===== src/rtl/paged_memory_map_decoder_defines.svh =====
// Assertion helpers for the paged memory map decoder.
`ifndef PAGED_MEMORY_MAP_DECODER_DEFINES_SVH
`define PAGED_MEMORY_MAP_DECODER_DEFINES_SVH

`ifndef SYNTHESIS
// Same-cycle implication, checked outside reset.
`define PMMD_ASSERT_IMPL(label, clk, rst, ante, cons) \
  label: assert property (@(posedge clk) disable iff (rst) (ante) |-> (cons)) \
    else $error("pmmd assertion failed");
// Next-cycle implication, checked outside reset.
`define PMMD_ASSERT_NEXT(label, clk, rst, ante, cons) \
  label: assert property (@(posedge clk) disable iff (rst) (ante) |=> (cons)) \
    else $error("pmmd assertion failed");
`else
`define PMMD_ASSERT_IMPL(label, clk, rst, ante, cons)
`define PMMD_ASSERT_NEXT(label, clk, rst, ante, cons)
`endif

`endif


===== src/rtl/pmmd_pkg.sv =====
package pmmd_pkg;

  // Field widths
  localparam int OP_W      = 2;
  localparam int ADDR_W    = 16;
  localparam int DATA_W    = 8;
  localparam int TARGET_W  = 3;
  localparam int BLOCK_W   = 6;
  localparam int ROMNUM_W  = 3;
  localparam int SUBPAGE_W = 8;
  localparam int OFFSET_W  = 14;
  localparam int RAMCNT_W  = 7;
  localparam int ROMEN_W   = 8;
  localparam int MASKS_W   = 64;
  localparam int CFG_IDX_W = 2;

  localparam int S_TDATA_W = 24;
  localparam int M_TDATA_W = 40;

  localparam logic [RAMCNT_W-1:0] MAX_RAM_BLOCKS = 7'd64;

  // Operations
  localparam logic [OP_W-1:0] OP_READ       = 2'd0;
  localparam logic [OP_W-1:0] OP_WRITE      = 2'd1;
  localparam logic [OP_W-1:0] OP_SELECT_SET = 2'd2;

  // Targets
  localparam logic [TARGET_W-1:0] T_RAM    = 3'd0;
  localparam logic [TARGET_W-1:0] T_MON    = 3'd1;
  localparam logic [TARGET_W-1:0] T_PROM   = 3'd2;
  localparam logic [TARGET_W-1:0] T_NONE   = 3'd3;
  localparam logic [TARGET_W-1:0] T_SUBSET = 3'd4;
  localparam logic [TARGET_W-1:0] T_SELSET = 3'd5;

  // Configuration register indexes
  localparam logic [CFG_IDX_W-1:0] CFG_RAM_BLOCKS    = 2'd0;
  localparam logic [CFG_IDX_W-1:0] CFG_ROM_ENABLE    = 2'd1;
  localparam logic [CFG_IDX_W-1:0] CFG_SUBPAGE_MASKS = 2'd2;

  // Reset values
  localparam logic [RAMCNT_W-1:0] RAM_BLOCKS_RST    = 7'd4;
  localparam logic [ROMEN_W-1:0]  ROM_ENABLE_RST    = 8'hFF;
  localparam logic [MASKS_W-1:0]  SUBPAGE_MASKS_RST = 64'h00000000000F0000;

  typedef struct packed {
    logic [TARGET_W-1:0]  target;
    logic [BLOCK_W-1:0]   ram_block;
    logic [ROMNUM_W-1:0]  rom_number;
    logic [SUBPAGE_W-1:0] rom_subpage;
    logic [OFFSET_W-1:0]  offset;
    logic                 write_strobe;
    logic [DATA_W-1:0]    write_data;
  } result_t;

endpackage


===== src/rtl/paged_memory_map_decoder.sv =====
// Paged memory map decoder: maps each 16-bit processor access to RAM block
// (16KB), monitor ROM, paged ROM (8KB, with subpage) or unmapped, and handles
// page-select and ROM-subpage writes. Two register stages: an input register
// and a result register, with the whole decode between them. One transaction
// is accepted per cycle when the output side keeps up. An accepted transaction
// passes through the input register and then the result register before its
// result is offered on the output. A stalled result holds the input register,
// and the input side stalls once both stages are full.
// s_tready stays low during reset.
// The page-select and subpage registers update as the item passes the decode
// stage, so the very next transaction already sees the new mapping.
// Configuration writes (ram_blocks, rom_on_mask, subpage_masks) are taken at
// any clock edge with cfg_wr_en high and must only be issued while the block is
// idle. Operation code 3 behaves as a read.
`include "paged_memory_map_decoder_defines.svh"

module paged_memory_map_decoder (
  input  logic                              clk,
  input  logic                              rst,
  // input stream
  input  logic                              s_tvalid,
  output logic                              s_tready,
  input  logic [pmmd_pkg::S_TDATA_W-1:0]    s_tdata,   // address[15:0], data[23:16]
  input  logic [pmmd_pkg::OP_W-1:0]         s_tuser,   // operation[1:0]
  // result stream
  output logic                              m_tvalid,
  input  logic                              m_tready,
  output logic [pmmd_pkg::M_TDATA_W-1:0]    m_tdata,   // ram_block[5:0], rom_number[8:6],
                                                       // rom_subpage[16:9], offset[30:17],
                                                       // write_strobe[31], write_data[39:32]
  output logic [pmmd_pkg::TARGET_W-1:0]     m_tuser,   // target[2:0]
  // configuration write port
  input  logic                              cfg_wr_en,
  input  logic [pmmd_pkg::CFG_IDX_W-1:0]    cfg_index,
  input  logic [pmmd_pkg::MASKS_W-1:0]      cfg_data
);
  import pmmd_pkg::*;

  // Configuration registers
  logic [RAMCNT_W-1:0] ram_blocks;
  logic [ROMEN_W-1:0]  rom_on_mask;
  logic [MASKS_W-1:0]  subpage_masks;

  // Mapping state
  logic [DATA_W-1:0]   page_select, page_select_next;
  logic [DATA_W-1:0]   rom_subpage_reg, rom_subpage_reg_next;

  // Input register
  logic                in_valid;
  logic [OP_W-1:0]     in_op;
  logic [ADDR_W-1:0]   in_addr;
  logic [DATA_W-1:0]   in_data;

  // Result register
  result_t             res, res_next;

  logic out_free;
  logic advance;

  assign out_free = !m_tvalid || m_tready;
  assign advance  = in_valid && out_free;
  assign s_tready = !rst && (!in_valid || out_free);

  always_ff @(posedge clk) begin
    if (rst) begin
      ram_blocks    <= RAM_BLOCKS_RST;
      rom_on_mask   <= ROM_ENABLE_RST;
      subpage_masks <= SUBPAGE_MASKS_RST;
    end else if (cfg_wr_en) begin
      unique case (cfg_index)
        CFG_RAM_BLOCKS:    ram_blocks    <= cfg_data[RAMCNT_W-1:0];
        CFG_ROM_ENABLE:    rom_on_mask   <= cfg_data[ROMEN_W-1:0];
        CFG_SUBPAGE_MASKS: subpage_masks <= cfg_data;
        default: ;  // no register there
      endcase
    end
  end

  // Input stage
  always_ff @(posedge clk) begin
    if (rst) begin
      in_valid <= 1'b0;
    end else if (s_tready) begin
      in_valid <= s_tvalid;
    end
  end

  always_ff @(posedge clk) begin
    if (s_tready && s_tvalid) begin
      in_op   <= s_tuser;
      in_addr <= s_tdata[ADDR_W-1:0];
      in_data <= s_tdata[ADDR_W+DATA_W-1:ADDR_W];
    end
  end

  // Decode
  logic [2:0]          win;
  logic [1:0]          page;
  logic [3:0]          p;
  logic                wr;
  logic [RAMCNT_W-1:0] blk;
  logic [ROMNUM_W-1:0] rom;
  logic [SUBPAGE_W-1:0] mask;

  assign win  = in_addr[15:13];
  assign page = in_addr[15:14];
  assign p    = page_select[3:0];
  assign wr   = (in_op == OP_WRITE);
  assign rom  = page_select[6:4];
  assign mask = subpage_masks[8*rom +: 8];

  // Candidate RAM block for the two paging modes
  always_comb begin
    if (page_select[7]) begin
      if (p != 4'd0) begin
        blk = (RAMCNT_W'(p) << 1) + RAMCNT_W'(p) + 7'd1 + RAMCNT_W'(page);
      end else begin
        blk = 7'd3 - RAMCNT_W'(page);
      end
    end else begin
      blk = (RAMCNT_W'(p) << 1) + 7'd1 + (7'd2 - RAMCNT_W'(page));
    end
  end

  always_comb begin
    res_next              = '0;
    res_next.target       = T_NONE;
    res_next.write_data   = in_data;
    page_select_next      = page_select;
    rom_subpage_reg_next  = rom_subpage_reg;
    priority if (in_op == OP_SELECT_SET) begin
      page_select_next = in_data;
      res_next.target  = T_SELSET;
    end else if (page == 2'd3) begin
      // top 16KB: always block 0
      res_next.target       = T_RAM;
      res_next.offset       = in_addr[OFFSET_W-1:0];
      res_next.write_strobe = wr;
    end else if (!page_select[7] && win == 3'd0) begin
      if (wr) begin
        rom_subpage_reg_next = in_data;
        res_next.target      = T_SUBSET;
      end else begin
        res_next.target = T_MON;
        res_next.offset = {1'b0, in_addr[12:0]};
      end
    end else if (!page_select[7] && win == 3'd1) begin
      if (rom_on_mask[rom]) begin
        res_next.target      = T_PROM;
        res_next.rom_number  = rom;
        res_next.rom_subpage = rom_subpage_reg & mask;
        res_next.offset      = {1'b0, in_addr[12:0]};
      end
    end else if (!page_select[7] && page == 2'd1 && p == 4'hF) begin
      res_next.target = T_NONE;
    end else if (blk < ram_blocks && blk < MAX_RAM_BLOCKS) begin
      res_next.target       = T_RAM;
      res_next.ram_block    = blk[BLOCK_W-1:0];
      res_next.offset       = in_addr[OFFSET_W-1:0];
      res_next.write_strobe = wr;
    end else begin
      res_next.target = T_NONE;  // block not fitted
    end
  end

  // State and result stage
  always_ff @(posedge clk) begin
    if (rst) begin
      page_select     <= '0;
      rom_subpage_reg <= '0;
      m_tvalid        <= 1'b0;
    end else begin
      if (advance) begin
        page_select     <= page_select_next;
        rom_subpage_reg <= rom_subpage_reg_next;
      end
      if (out_free) begin
        m_tvalid <= in_valid;
      end
    end
  end

  always_ff @(posedge clk) begin
    if (advance) begin
      res <= res_next;
    end
  end

  assign m_tuser = res.target;
  assign m_tdata = {res.write_data, res.write_strobe, res.offset,
                    res.rom_subpage, res.rom_number, res.ram_block};

  // Checks
  `PMMD_ASSERT_IMPL(a_strobe_only_ram, clk, rst, m_tvalid && res.write_strobe, res.target == T_RAM)
  `PMMD_ASSERT_IMPL(a_block_only_ram, clk, rst, m_tvalid && res.ram_block != '0, res.target == T_RAM)
  `PMMD_ASSERT_IMPL(a_none_clean, clk, rst, m_tvalid && res.target == T_NONE, res.offset == '0 && res.rom_number == '0)
  `PMMD_ASSERT_NEXT(a_select_load, clk, rst, advance && in_op == OP_SELECT_SET, page_select == $past(in_data))
  `PMMD_ASSERT_NEXT(a_subpage_load, clk, rst, advance && res_next.target == T_SUBSET, rom_subpage_reg == $past(in_data))

endmodule


===== config.mk =====
export PLATFORM = sky130hd
export DESIGN_NAME = paged_memory_map_decoder
export DESIGN_NICKNAME = d
export VERILOG_FILES = /design/src/rtl/pmmd_pkg.sv /design/src/rtl/paged_memory_map_decoder.sv
export VERILOG_INCLUDE_DIRS = /design/src /design/src/rtl
export SDC_FILE = /design/constraint.sdc
export NUM_CORES = 1
export LEC_CHECK = 0
export BUFFER_PORTS_ARGS = -buffer_cell sky130_fd_sc_hd__buf_2
export CAP_MARGIN = 5
export CORE_MARGIN = 4
export CORE_UTILIZATION = 42
export CTS_CLUSTER_DIAMETER = 200
export DETAILED_ROUTE_END_ITERATION = 16
export GPL_TIMING_DRIVEN = 0
export PLACE_DENSITY = 0.69
export SLEW_MARGIN = 20
export SYNTH_ARGS = -nofsm -noshare
export SYNTH_HDL_FRONTEND = slang
export SYNTH_SLANG_ARGS = --single-unit

===== constraint.sdc =====
create_clock -name clk -period 9.8 [get_ports clk]
set_input_delay 0.49 -clock clk [delete_from_list [all_inputs] [get_ports clk]]
set_output_delay 0.49 -clock clk [all_outputs]
set_load 0.02 [all_outputs]

* After elaboration in Yosys (flattened, before gate mapping)
Index checks and enable logic that the tools add are counted.
** Operators by class
- Add/subtract/negate cells :: 7
- $lt $le $gt $ge :: 3
- Equality and inequality tests :: 8
- Shift operators :: 1
- Muxes and demuxes :: 20
- Bitwise logic cells :: 6
- Reduce and logical (&&, ||, !) cells :: 25
** Operators by type and width (count)
- 64-bit by 7-bit indexed part select with 8-bit output :: 1
- 15-bit 2-to-1 mux :: 3
- 14-bit 2-to-1 mux :: 2
- 13-bit 2-to-1 mux :: 2
- 7-bit 2-to-1 mux :: 2
- 3-bit 2-to-1 mux :: 3
- 8-bit bitwise AND :: 1
- 1-bit logical AND :: 8
- 2-bit AND reduction :: 4
- 6-bit by 1-bit adder with 7-bit output (second input constant) :: 1
- 6-bit by 7-bit adder with 7-bit output :: 1
- 7-bit by 2-bit adder with 7-bit output :: 1
- 7-bit < comparator :: 1
- 7-bit < comparator (second input constant) :: 1
- 5-bit by 1-bit adder with 6-bit output (second input constant) :: 1
- 5-bit by 4-bit adder with 6-bit output :: 1
- 2-bit by 1-bit equality test with 1-bit output (second input constant) :: 3
- 2-bit equality test (second input constant) :: 3
- 2-bit 2-to-1 mux :: 3
- 6-bit OR reduction :: 1
- 2-bit by 2-bit subtractor with 3-bit output (first input constant) :: 2
- 1-bit inverter :: 5
- 5-bit AND reduction :: 1
- 5-bit OR reduction :: 1
- other kinds (11) :: 18
** Storage, ports and cells
- Flip-flop bits (word level) :: 166
- Bits of input ports :: 97
- Output and inout bits :: 45
- Logic and storage cells :: 88

* Logic depth before layout (Yosys ltp)
Gate-level depths: netlist (run 1).
- Depth in word-level cells :: 12
- Mapped depth :: 18
- Mapped depth without buffers :: 16

* Least setup slack after synthesis (run 1)
Ideal clock, no wire load.
- Path kind :: register to register
- From :: reg page_select[0]
- To :: reg res (netlist bit m_tdata[30]) (data pin)
- Setup time :: 0.256 ns
- Data arrival time :: 3.291 ns
- Required time :: 9.544 ns
- Setup slack :: 6.253 ns
- Cell stages (with the launch flop) :: 18
- Path buffers :: 1
- Clock period less this slack :: 3.547 ns
- Path through :: dfxtp_1 > inv_1 > fa_1 > inv_1 > ha_1 > fa_1 > a21o_1 > a21oi_1 > a21oi_1 > o21ai_0 > a211oi_1 > ha_1 > nand4_1 > o211ai_1 > a221oi_2 > and2_1 > buf_2 > o211a_1
** On the way
- Cells in the longest elaborated chain, start to end :: 12
- Elaborated cells between the ends (all ways) :: 18
- Those cells by class :: 5 x add/sub; 2 x order compare; 1 x eq/ne; 7 x mux; 3 x reduce/logical
** RTL lines
- start, declared :: line paged_memory_map_decoder.sv:45 : logic [DATA_W-1:0] page_select, page_select_next;
- start signal, assigned :: line paged_memory_map_decoder.sv:174 : page_select <= page_select_next;
- 5-bit by 4-bit adder with 6-bit output :: line paged_memory_map_decoder.sv:116 : blk = (RAMCNT_W'(p) << 1) + RAMCNT_W'(p) + 7'd1 + RAMCNT_W'(page);
- 6-bit by 1-bit adder with 7-bit output :: line paged_memory_map_decoder.sv:116
- 7-bit by 2-bit adder with 7-bit output :: line paged_memory_map_decoder.sv:116
- 7-bit 2-to-1 mux :: line paged_memory_map_decoder.sv:115 : if (p != 4'd0) begin
- 7-bit 2-to-1 mux * :: line paged_memory_map_decoder.sv:114 : if (page_select[7]) begin
- via blk[5] :: line paged_memory_map_decoder.sv:101 : logic [RAMCNT_W-1:0] blk;
- 7-bit < comparator :: line paged_memory_map_decoder.sv:156 : end else if (blk < ram_blocks && blk < MAX_RAM_BLOCKS) begin
- 1-bit logical AND * :: line paged_memory_map_decoder.sv:156
- 15-bit 2-to-1 mux * :: line paged_memory_map_decoder.sv:156
- 15-bit 2-to-1 mux * :: line paged_memory_map_decoder.sv:154 : end else if (!page_select[7] && page == 2'd1 && p == 4'hF) begin
- 14-bit 2-to-1 mux * :: line paged_memory_map_decoder.sv:147 : end else if (!page_select[7] && win == 3'd1) begin
- 14-bit 2-to-1 mux * :: line paged_memory_map_decoder.sv:139 : end else if (!page_select[7] && win == 3'd0) begin
- 15-bit 2-to-1 mux * :: line paged_memory_map_decoder.sv:134 : end else if (page == 2'd3) begin
- end signal, assigned :: line paged_memory_map_decoder.sv:185 : res <= res_next;
- end, declared :: line paged_memory_map_decoder.sv:55 : result_t res, res_next;
Mark *: on every way through the listed nets, which the timed path passes. The rest lies on a longest branch.
A chain may end at the register's enable or synchronous reset.

* Final worst setup path (run 1)
- From :: reg page_select[0]
- To :: reg res (netlist bit m_tuser[0]) (data pin)
** On the way
- Cells in the longest elaborated chain, start to end :: 12
- Elaborated cells between the ends (all ways) :: 18
- Those cells by class :: 5 x add/sub; 2 x order compare; 1 x eq/ne; 7 x mux; 3 x reduce/logical
** RTL lines (line)
- 5-bit by 4-bit adder with 6-bit output :: paged_memory_map_decoder.sv:116
- 6-bit by 1-bit adder with 7-bit output :: paged_memory_map_decoder.sv:116
- 7-bit by 2-bit adder with 7-bit output :: paged_memory_map_decoder.sv:116
- 7-bit 2-to-1 mux :: paged_memory_map_decoder.sv:115
- 7-bit 2-to-1 mux * :: paged_memory_map_decoder.sv:114
- via blk[5] :: paged_memory_map_decoder.sv:101
- 7-bit < comparator :: paged_memory_map_decoder.sv:156
- 1-bit logical AND * :: paged_memory_map_decoder.sv:156
- 2-bit 2-to-1 mux * :: paged_memory_map_decoder.sv:156
- 2-bit 2-to-1 mux * :: paged_memory_map_decoder.sv:154
- 2-bit 2-to-1 mux * :: paged_memory_map_decoder.sv:147
- 3-bit 2-to-1 mux * :: paged_memory_map_decoder.sv:139
- 3-bit 2-to-1 mux * :: paged_memory_map_decoder.sv:134
Marked as above.

==> out/qor.yml, run 1 <==
status: "completed"
syn_nets: 807
cts_root_buffer: "clkbuf_16"
synthCells: 685
io_pins: 142
ys_types: 46
async_reset_ff_share_pct: 0
post_cts_resize_count: 0
viasPerCell: 4.983
clock_skew_ns: 0.008870
grt_max_degree: 30
route.vias.total: 5372
drc_errors: 0
synthTopCellsByArea: "edfxtp_1 29%, dfxtp_1 27%, nand2_1 9.2%"
grt_pass1_vias: 5099
cp-end-kind: "flop"
finish.utilization_pct: 51.95
max_slew_margin_pct: 43.84
tightest_slew_ns: 0.8360
syn2layout_area_growth_pct: 21.39
finalPower_mw: 1.483
clk_latency_ns: 0.43
synth_warnings: 0
dr.pass1.iters: 4
synth.largest_area_cell: "edfxtp_1"
dpl_cell_area_mm2: 0.008095
antenna_found_initial: 1
p_leak_nw: 3.565
grt_overflow: 0
setup_viol: 0
design_area_mm2: 0.008615
yosysTopAreaCellShare_pct: 29.20
io_buffers: 140
hold_viol: 0
cts_sinks: 166
rsz0062_at_grt: "false"
max_cap_violations: 0
largest_reg_flops: 64
syn_area_mm2: 0.007097
slowest_stage: "fa_1"
grt_pass1_wl_mm: 25.88
synth_commonest_cells: "174 x nand2_1, 97 x dfxtp_1, 84 x a21oi_1"
wl_per_cell_um: 15.62
worstSetupStartpointType: "flop"
crit_type: "flop to flop"
intPower_mw: 1.124
period_share_pct: 41.23
fin_nets: 967
hold_path.class: "input port to flop"
synth_top_flop_cell: "dfxtp_1"
start_util_pct: 42.79
pwr-share-comb_pct: 9.3
postCtsHoldBufs: 0
htreeDepth: 4
clk_pin_slew_ns: 0.06
ys_seq_area_share_pct: 56.56
arrival_ns: 4.21
cts_tree: "yes"
gp_congestion: 0.8374
yosysMostFrequentCell: "nand2_1"
dieWidth_um: 138.0
p_switching_mw: 0.3588
post-cts-setup-buffers: 0
dieArea_mm2: 0.01904
pwr_density_cell_mw_per_mm2: 172.1
core_area_mm2: 0.01658
path_buf_inv: 3
critPathTopFamily: "adder cells"
slew_violations: 0
ant_nets: 0
die_h_um: 138.0
critical_path_required_ns: 9.97
vdd_drop_max_mv: 0.1283
diodes: 0
cp_max_fo: 9
core.rowCount: 47
grt_usage_pct: 18.03
top_register: "subpage_masks"
synth_edf_count: 69
wirelength_mm: 16.84
pwr-share-seq_pct: 51.3
hpwlAfterDp_mm: 12.81
drt_iter0_drc: 319
ys_seq_elements: 166
final_layout_size_suffix_gt1_share_pct: 22.84
worstPathCellList: "inv_1 -> fa_1 -> inv_1 -> ha_1 -> fa_1 -> a21o_1 -> a21oi_1 -> a21oi_1 -> o21ai_0 -> a211oi_1 -> ha_1 -> nand4_1 -> nor2_1 -> a221oi_2 -> and2_1 -> buf_2 -> o21ai_0"
clkPwrFrac_pct: 39.4
fmax_mhz: 247.5
clockBufferDepth: 2
slowest_delay_ns: 0.54
timing.final.crit_period_ns: 4.040
swShare_pct: 24.19
synth_area_per_cell_um2: 10.36
fin_tns_setup_ns: 0
numCtsBuffers: 17
[logic make-up (layout without fill, tap and decap cells)]
kind of cell	count (synthesis)	after routing	share of synthesized area (%)
flops	166	166	56.56
compound gates	110	110	8.692
simple gates	280	280	17.24
xor+xnor	6	6	0.7405
fa+ha+maj	25	25	4.619
mux	38	38	8.692
buf+inv	60	233	3.455
[layer usage]
| layer | GRT usage (%) | up-vias | part of all wire (%) |
|---|---|---|---|
| li1 | - | 2689 | - |
| met1 | 23.34 | 2484 | 45 |
| met2 | 28.80 | 173 | 46 |
| met3 | 5.878 | 24 | 7.3 |
| met4 | 5.708 | 2 | 1.7 |
| met5 | 0 | - | 0.048 |
[area by class of cell]
class / instances / area (µm²)
buffer: 39 / 167.7
sequential: 166 / 4014
clock inverter: 13 / 86.33
fill: 1502 / 7969
clock buffer: 19 / 432.9
tap: 220 / 275.3
timing repair buffer: 141 / 720.7
inverter: 21 / 78.83
multi-input combinational: 459 / 2839
[power by group through the flow]
stage | Sequential (mW) | Clock [mW] | Combinational (mW)
finish | 0.760 | 0.585 | 0.138
global route | 0.762 | 0.623 | 0.154
CTS | 0.760 | 0.592 | 0.139
detailed placement | 0.775 | 0 | 0.138
global placement | 0.775 | 0 | 0.135
floorplan | 0.783 | 0 | 0.0741
[cell usage in the layout (no fill, tap or decap), drive strengths merged, types with 3 or more instances in the layout]
cell type  count
clkinv        10
and3           8
nand3          9
buf          152
edfxtp        69
a21oi         86
nor3           4
clkinvlp       3
clkbuf        47
dfxtp         97
a21o           4
nand2b         3
mux4          18
mux2i         20
nor3b          9
nand3b        14
o21ai          5
nor2b          4
ha            23
inv           21
xnor2          4
nor2          46
nand2        174
[stage by stage]
stage,hold WS [ns],worst slack [ns],cells
after floorplan,0.4292,6.253,685
after global placement,0.4391,5.819,1045
after detailed placement,0.4445,5.794,1046
after CTS,0.2150,5.772,1078
after global routing,0.2087,5.557,1078
final,0.2364,5.760,1078
[path summary, 6_finish.rpt]
path / cells after the start / slack (ns) / startpoint / end
worst max-delay path: 17 / 5.76 / page_select[0] / m_tuser[0]
worst min-delay path: 1 / 0.24 / s_tdata[22] / in_data[6]
worst max register to register: 17 / 5.76 / page_select[0] / m_tuser[0]
worst min register to register: 2 / 0.45 / subpage_masks[8] / subpage_masks[8]
Note: power is estimated with default switching activity, not from simulation.
==> run 2, diff against run 1 <==
--- a/config.mk
+++ b/config.mk
@@ -6,6 +6,7 @@
 export SDC_FILE = /design/constraint.sdc
 export NUM_CORES = 1
 export LEC_CHECK = 0
+export ABC_AREA = 1
 export BUFFER_PORTS_ARGS = -buffer_cell sky130_fd_sc_hd__buf_2
 export CAP_MARGIN = 5
 export CORE_MARGIN = 4
==> constraint.sdc (replaced) <==
create_clock -name clk -period 3.9 [get_ports clk]
set_input_delay 0.195 -clock clk [delete_from_list [all_inputs] [get_ports clk]]
set_output_delay 0.195 -clock clk [all_outputs]
set_load 0.02 [all_outputs]
==> run 2 against run 1 <==
Utilization is 2.9 points higher. Largest power group unchanged. Fmax is 12% higher. Critical path type unchanged. Critical endpoint unchanged. Cell count is 15% higher. Largest cell class unchanged. Non-clock buffer count is 38 higher. Worst setup slack worse by 5.5 ns.
==> out/qor.yml, run 2 <==
wl_per_cell_um: 16.08
syn2layout_area_growth_pct: 27.17
swShare_pct: 25.29
pwr-share-comb_pct: 10.6
cp-end-kind: "flop"
wirelength_mm: 19.96
arrival_ns: 3.79
fmax_mhz: 276.5
start_util_pct: 43.13
whs_ns: 0.01351
top_register: "subpage_masks"
fin_nets: 1130
cp_max_fo: 5
grt_max_degree: 27
design_area_mm2: 0.009160
largest_reg_flops: 64
grt_pass1_wl_mm: 30.97
synthTopCellsByArea: "edfxtp_1 29%, dfxtp_1 27%, a21oi_1 7.9%"
gp_congestion: 0.9445
async_reset_ff_share_pct: 0
cts_sinks: 166
synth_warnings: 0
p_switching_mw: 1.039
diodes: 0
slowest_delay_ns: 0.55
synth_top_flop_cell: "dfxtp_1"
crit_type: "flop to flop"
vdd_drop_max_mv: 0.3056
htreeDepth: 4
route.vias.total: 6262
synthCells: 815
rr_endpoint: "m_tuser[0]"
drt_iter0_drc: 438
antenna_found_initial: 0
dieArea_mm2: 0.01931
worstPathCellList: "inv_1 -> fa_1 -> inv_1 -> ha_1 -> fa_1 -> nand2_1 -> inv_1 -> nor2_1 -> nor2_1 -> o21ai_0 -> o21ai_1 -> ha_1 -> nand2_1 -> nor2_1 -> nor3_2 -> nand3_4 -> nand2_2 -> nand2_1 -> nand2_1 -> nand2_1"
ys_types: 34
hold_path_depth: 3
final_cell_mix: "152 x nand2_1, 148 x buf_2, 114 x a21oi_1"
final_common_cell: "nand2_1"
ys_seq_elements: 166
reg2reg_from: "page_select[0]"
multi_input_area_mm2: 0.002639
synth_commonest_cells: "152 x nand2_1, 114 x a21oi_1, 97 x dfxtp_1"
core.rowCount: 47
register_area_mm2: 0.004014
tightest_slew_ns: 0.7451
synth_edf_count: 69
grt_pass1_vias: 5997
cts_root_buffer: "clkbuf_16"
fin_tns_setup_ns: 0
dieWidth_um: 139.0
synth.largest_area_cell: "edfxtp_1"
pwr-share-seq_pct: 46.8
dr.pass1.iters: 5
io_pins: 142
period_share_pct: 92.72
final_layout_size_suffix_gt1_share_pct: 20.08
slew_violations: 0
numCtsBuffers: 17
clk_pin_slew_ns: 0.07
dpl_cell_area_mm2: 0.008212
intPower_mw: 3.068
io_buffers: 141
cts_tree: "yes"
drc_errors: 0
ant_nets: 0
hpwlAfterDp_mm: 14.80
viasPerCell: 5.046
critical_path_required_ns: 4.07
status: "completed"
post_cts_resize_count: 0
yosysTopAreaCellShare_pct: 28.76
hold_viol: 0
syn_area_mm2: 0.007203
grt_usage_pct: 20.47
clkPwrFrac_pct: 42.7
min_from: "cfg_data[55]"
synth_area_per_cell_um2: 8.838
pwr_density_cell_mw_per_mm2: 448.3
hold_path.class: "input port to flop"
syn_nets: 937
yosysMostFrequentCell: "nand2_1"
max_cap_violations: 0
r2r_slack_ns: 0.28
ys_seq_area_share_pct: 55.72
max_slew_margin_pct: 50.21
clk_latency_ns: 0.43
rsz0062_at_grt: "false"
crit_top_cell: "nand2_1"
clockBufferDepth: 2
clock_skew_ns: 0.007816
n_fill_cell: 1549
min_to: "subpage_masks[55]"
die_h_um: 139.0
worstRegToRegCells: 20
setup_viol: 0
grt_overflow: 0
p_leak_nw: 3.866
core_area_mm2: 0.01670
worstSetupStartpointType: "flop"
slowest_stage: "fa_1"
timing.final.crit_period_ns: 3.616
run 2: changes by cell type after synthesis, sizes merged, moves of 6 or more:
cell | previous run | this run
o211ai | 1 | 9
and3 | 8 | 0
a21oi | 86 | 118
clkbuf | 28 | 34
nor3b | 9 | 0
nand3b | 14 | 0
o21ai | 5 | 90
mux2i | 20 | 0
inv | 21 | 98
a311oi | 0 | 8
mux4 | 18 | 0
nand2 | 174 | 156
nand3 | 9 | 36
run 2: cell type report:
type	instances	share of cell area, %
tap	220	3.005
inverter	98	4.016
timing repair buffer	174	11.42
multi-input combinational	507	28.81
sequential	166	43.82
clock inverter	12	1.393
buffer	44	2.076
clock buffer	20	5.464
run 2: logic make-up after synthesis:
| kind of cell | share of synthesized area (%) |
|---|---|
| xor+xnor | 0.2432 |
| buf+inv | 7.747 |
| fa+ha+maj | 4.551 |
| simple gates | 14.73 |
| compound gates | 17.01 |
| flops | 55.72 |
run 2: worst max-delay path by stage:
| stage | slack [ns] | endpoint | start |
|---|---|---|---|
| 2_1_floorplan | 0.63 | m_tuser[0] | page_select[0] |
| 6_report | 0.28 | m_tuser[0] | page_select[0] |
| 3_5_place_dp | 0.31 | m_tuser[0] | page_select[0] |
| 3_3_place_gp | 0.34 | m_tuser[0] | page_select[0] |
| 5_1_grt | 0.02 | m_tdata[21] | page_select[0] |
| 4_1_cts | 0.27 | m_tuser[0] | page_select[0] |
run 2: layer usage:
layer / vias up / GRT usage [%] / wire length (µm)
li1: 3118 / - / -
met4: 0 / 7.312 / 592
met3: 43 / 3.966 / 1019
met2: 192 / 34.49 / 9636
met1: 2909 / 26.37 / 8713
met5: - / 0 / 0
run 2: per-stage QoR:
stage	utilization, %	worst slack (ns)	std cells	power [mW]
4_1_cts	54.85	0.2739	1241	4.112
2_1_floorplan	-	0.6263	815	2.203
3_3_place_gp	49.00	0.3411	1176	2.352
6_report	54.85	0.2839	1241	4.107
5_1_grt	54.85	0.01536	1241	4.250
3_5_place_dp	49.17	0.3095	1177	2.362
run 2: repair_timing:
action | CTS | global route
hold buffers | 32 | 0
buffers inserted | 0 | 0
endpoints found under the hold margin | 32 | 0
run 2: critical path, delay by kind of cell (launching register included):
family	cells	cell delay, ns
buf+inv	3	0.23
flops	1	0.39
simple gates	11	1.07
compound gates	2	0.23
fa+ha+maj	4	1.45
run 2: power groups by stage:
stage / clock network (mW) / logic (mW) / registers [mW]
final: 1.75 / 0.435 / 1.92
after global routing: 1.84 / 0.485 / 1.93
after CTS: 1.76 / 0.434 / 1.92
after detailed placement: 0 / 0.406 / 1.96
after global placement: 0 / 0.394 / 1.96
after floorplan: 0 / 0.226 / 1.98
==> run 3, diff against run 2 <==
--- a/config.mk
+++ b/config.mk
@@ -9,12 +9,14 @@
 export ABC_AREA = 1
 export BUFFER_PORTS_ARGS = -buffer_cell sky130_fd_sc_hd__buf_2
 export CAP_MARGIN = 5
-export CORE_MARGIN = 4
-export CORE_UTILIZATION = 42
+export CELL_PAD_IN_SITES_DETAIL_PLACEMENT = 0
+export CELL_PAD_IN_SITES_GLOBAL_PLACEMENT = 2
+export CORE_MARGIN = 3
+export CORE_UTILIZATION = 33
 export CTS_CLUSTER_DIAMETER = 200
 export DETAILED_ROUTE_END_ITERATION = 16
 export GPL_TIMING_DRIVEN = 0
-export PLACE_DENSITY = 0.69
+export PLACE_DENSITY = 0.85
 export SLEW_MARGIN = 20
 export SYNTH_ARGS = -nofsm -noshare
 export SYNTH_HDL_FRONTEND = slang
==> run 3 against run 2 <==
Worst setup slack better by 0.038 ns. Global-route usage decreased by 2.2 points. Clock-buffer cell count is 2 lower. Cell count rose by 4.5%. Fmax is 1.1% higher. Critical path type unchanged.
==> out/qor.yml, run 3 (synthesis results as in run 2) <==
status: "completed"
vdd_drop_max_mv: 0.2494
die_h_um: 153.7
grt_pass1_vias: 6015
tightest_slew_ns: 0.7555
setup_viol: 0
finish.utilization_pct: 43.37
clk_latency_ns: 0.42
min_to: "subpage_masks[56]"
fin_tns_setup_ns: 0
cts_sinks: 166
p_leak_nw: 3.840
hold_path.class: "input port to flop"
dieWidth_um: 153.7
slew_violations: 0
start_util_pct: 33.94
fmax_mhz: 279.5
swShare_pct: 25.52
antenna_found_initial: 0
p_switching_mw: 1.030
route.vias.total: 6157
cts_root_buffer: "clkbuf_16"
cp_max_fo: 5
grt_pass1_wl_mm: 33.49
wl_per_cell_um: 16.50
min_from: "cfg_data[56]"
final_cells: 1297
clkPwrFrac_pct: 41.3
syn2layout_area_growth_pct: 27.76
timing.final.crit_period_ns: 3.578
gp_congestion: 0.8682
crit_type: "flop to flop"
cts_tree: "yes"
rsz0062_at_grt: "false"
wirelength_mm: 21.40
grt_overflow: 0
hold_viol: 0
largest_reg_flops: 64
critical_path_required_ns: 4.06
reg2reg_from: "in_addr[15]"
max_cap_violations: 0
r2r_slack_ns: 0.32
pwr-share-comb_pct: 11.0
wl_met3_um: 846
rr_endpoint: "m_tuser[0]"
final_common_cell: "nand2_1"
core_area_mm2: 0.02122
clockBufferDepth: 2
pwr_density_cell_mw_per_mm2: 438.7
numCtsBuffers: 17
fin_nets: 1131
dieArea_mm2: 0.02364
grt_usage_pct: 18.26
ant_nets: 0
top_register: "subpage_masks"
hpwlAfterDp_mm: 16.32
clk_pin_slew_ns: 0.07
pwr-share-seq_pct: 47.6
arrival_ns: 3.74
period_share_pct: 91.74
drt_iter0_drc: 462
clock_skew_ns: 0.01324
drc_errors: 0
intPower_mw: 3.007
hold_path_depth: 3
viasPerCell: 4.747
grt_max_degree: 35
htreeDepth: 4
met1_length_mm: 9.826
core.rowCount: 53
final_layout_size_suffix_gt1_share_pct: 20.55
io_pins: 142
diodes: 0
max_slew_margin_pct: 49.51
worstRegToRegCells: 20
dr.pass1.iters: 5
cp-end-kind: "flop"
top_layer: "met4"
final_cell_mix: "152 x nand2_1, 148 x buf_2, 113 x a21oi_1"
io_buffers: 141
worstSetupStartpointType: "flop"
post-place-cells: 1232
dr_wl_met2_mm: 10.42
-- run 3: timing repair --
action	CTS	global route
buffers inserted	0	2
gates resized for setup	0	7
setup endpoints to repair	0	20
hold buffers	31	0
endpoints found under the hold margin	31	0
-- run 3: final cells by class --
cell class / count / area, µm²
plain buffers: 44 / 190.2
clock buffers: 18 / 429.2
clock inverters: 14 / 146.4
fillers: 2174 / 12020
inverters: 98 / 367.9
multi-input cells: 507 / 2658
flip-flops and latches: 166 / 4016
well taps: 275 / 344.1
repair buffers: 175 / 1051
-- run 3: routing by layer --
layer / vias up / GRT usage (%)
met4: 0 / 5.341
met2: 158 / 29.96
met3: 22 / 3.124
li1: 3112 / -
met1: 2865 / 24.90
met5: - / 0
-- run 3: worst max-delay path, cell delays in order, from the launching register on --
cell and delay, ns:
edfxtp_1 0.40, inv_1 0.13, fa_1 0.49, inv_1 0.04, ha_1 0.21, fa_1 0.40, nand2_1 0.08, inv_1 0.05
nor2_1 0.10, nor2_1 0.05, o21ai_1 0.15, o21ai_2 0.10, ha_1 0.29, nand4_1 0.08, nand2_1 0.09, nor3_4 0.24
nand3_4 0.14, nand2_2 0.12, nand2_1 0.05, nand2_1 0.05, nand2_1 0.05
-- run 3: metrics by stage --
step                power [mW]  area, µm²  hold slack, ns  setup slack (ns)
detailed placement       2.376       8280          0.3732            0.1959
global placement         2.368       8253          0.3723           0.06205
global route             4.207       9203        0.009754           0.03670
CTS                      4.059       9166       0.0008449            0.2005
finish                   4.037       9203         0.01563            0.3221
floorplan                2.203       7203          0.2939            0.6263
-- run 3: worst max path at each step --
stage | slack [ns] | start | depth (start not counted) | to
after global placement | 0.06 | rst | 6 | in_addr[5]
final | 0.32 | in_addr[15] | 20 | m_tuser[0]
after CTS | 0.20 | page_select[0] | 19 | m_tdata[18]
after global routing | 0.04 | page_select[0] | 20 | m_tuser[0]
after floorplan | 0.63 | page_select[0] | 20 | m_tuser[0]
after detailed placement | 0.20 | page_select[1] | 19 | m_tdata[18]
-- run 3: power groups by stage --
stage | combinational (mW) | sequential (mW) | clock [mW]
5_1_grt | 0.503 | 1.93 | 1.78
3_5_place_dp | 0.416 | 1.96 | 0
4_1_cts | 0.442 | 1.92 | 1.70
2_1_floorplan | 0.226 | 1.98 | 0
6_report | 0.446 | 1.92 | 1.67
3_3_place_gp | 0.408 | 1.96 | 0
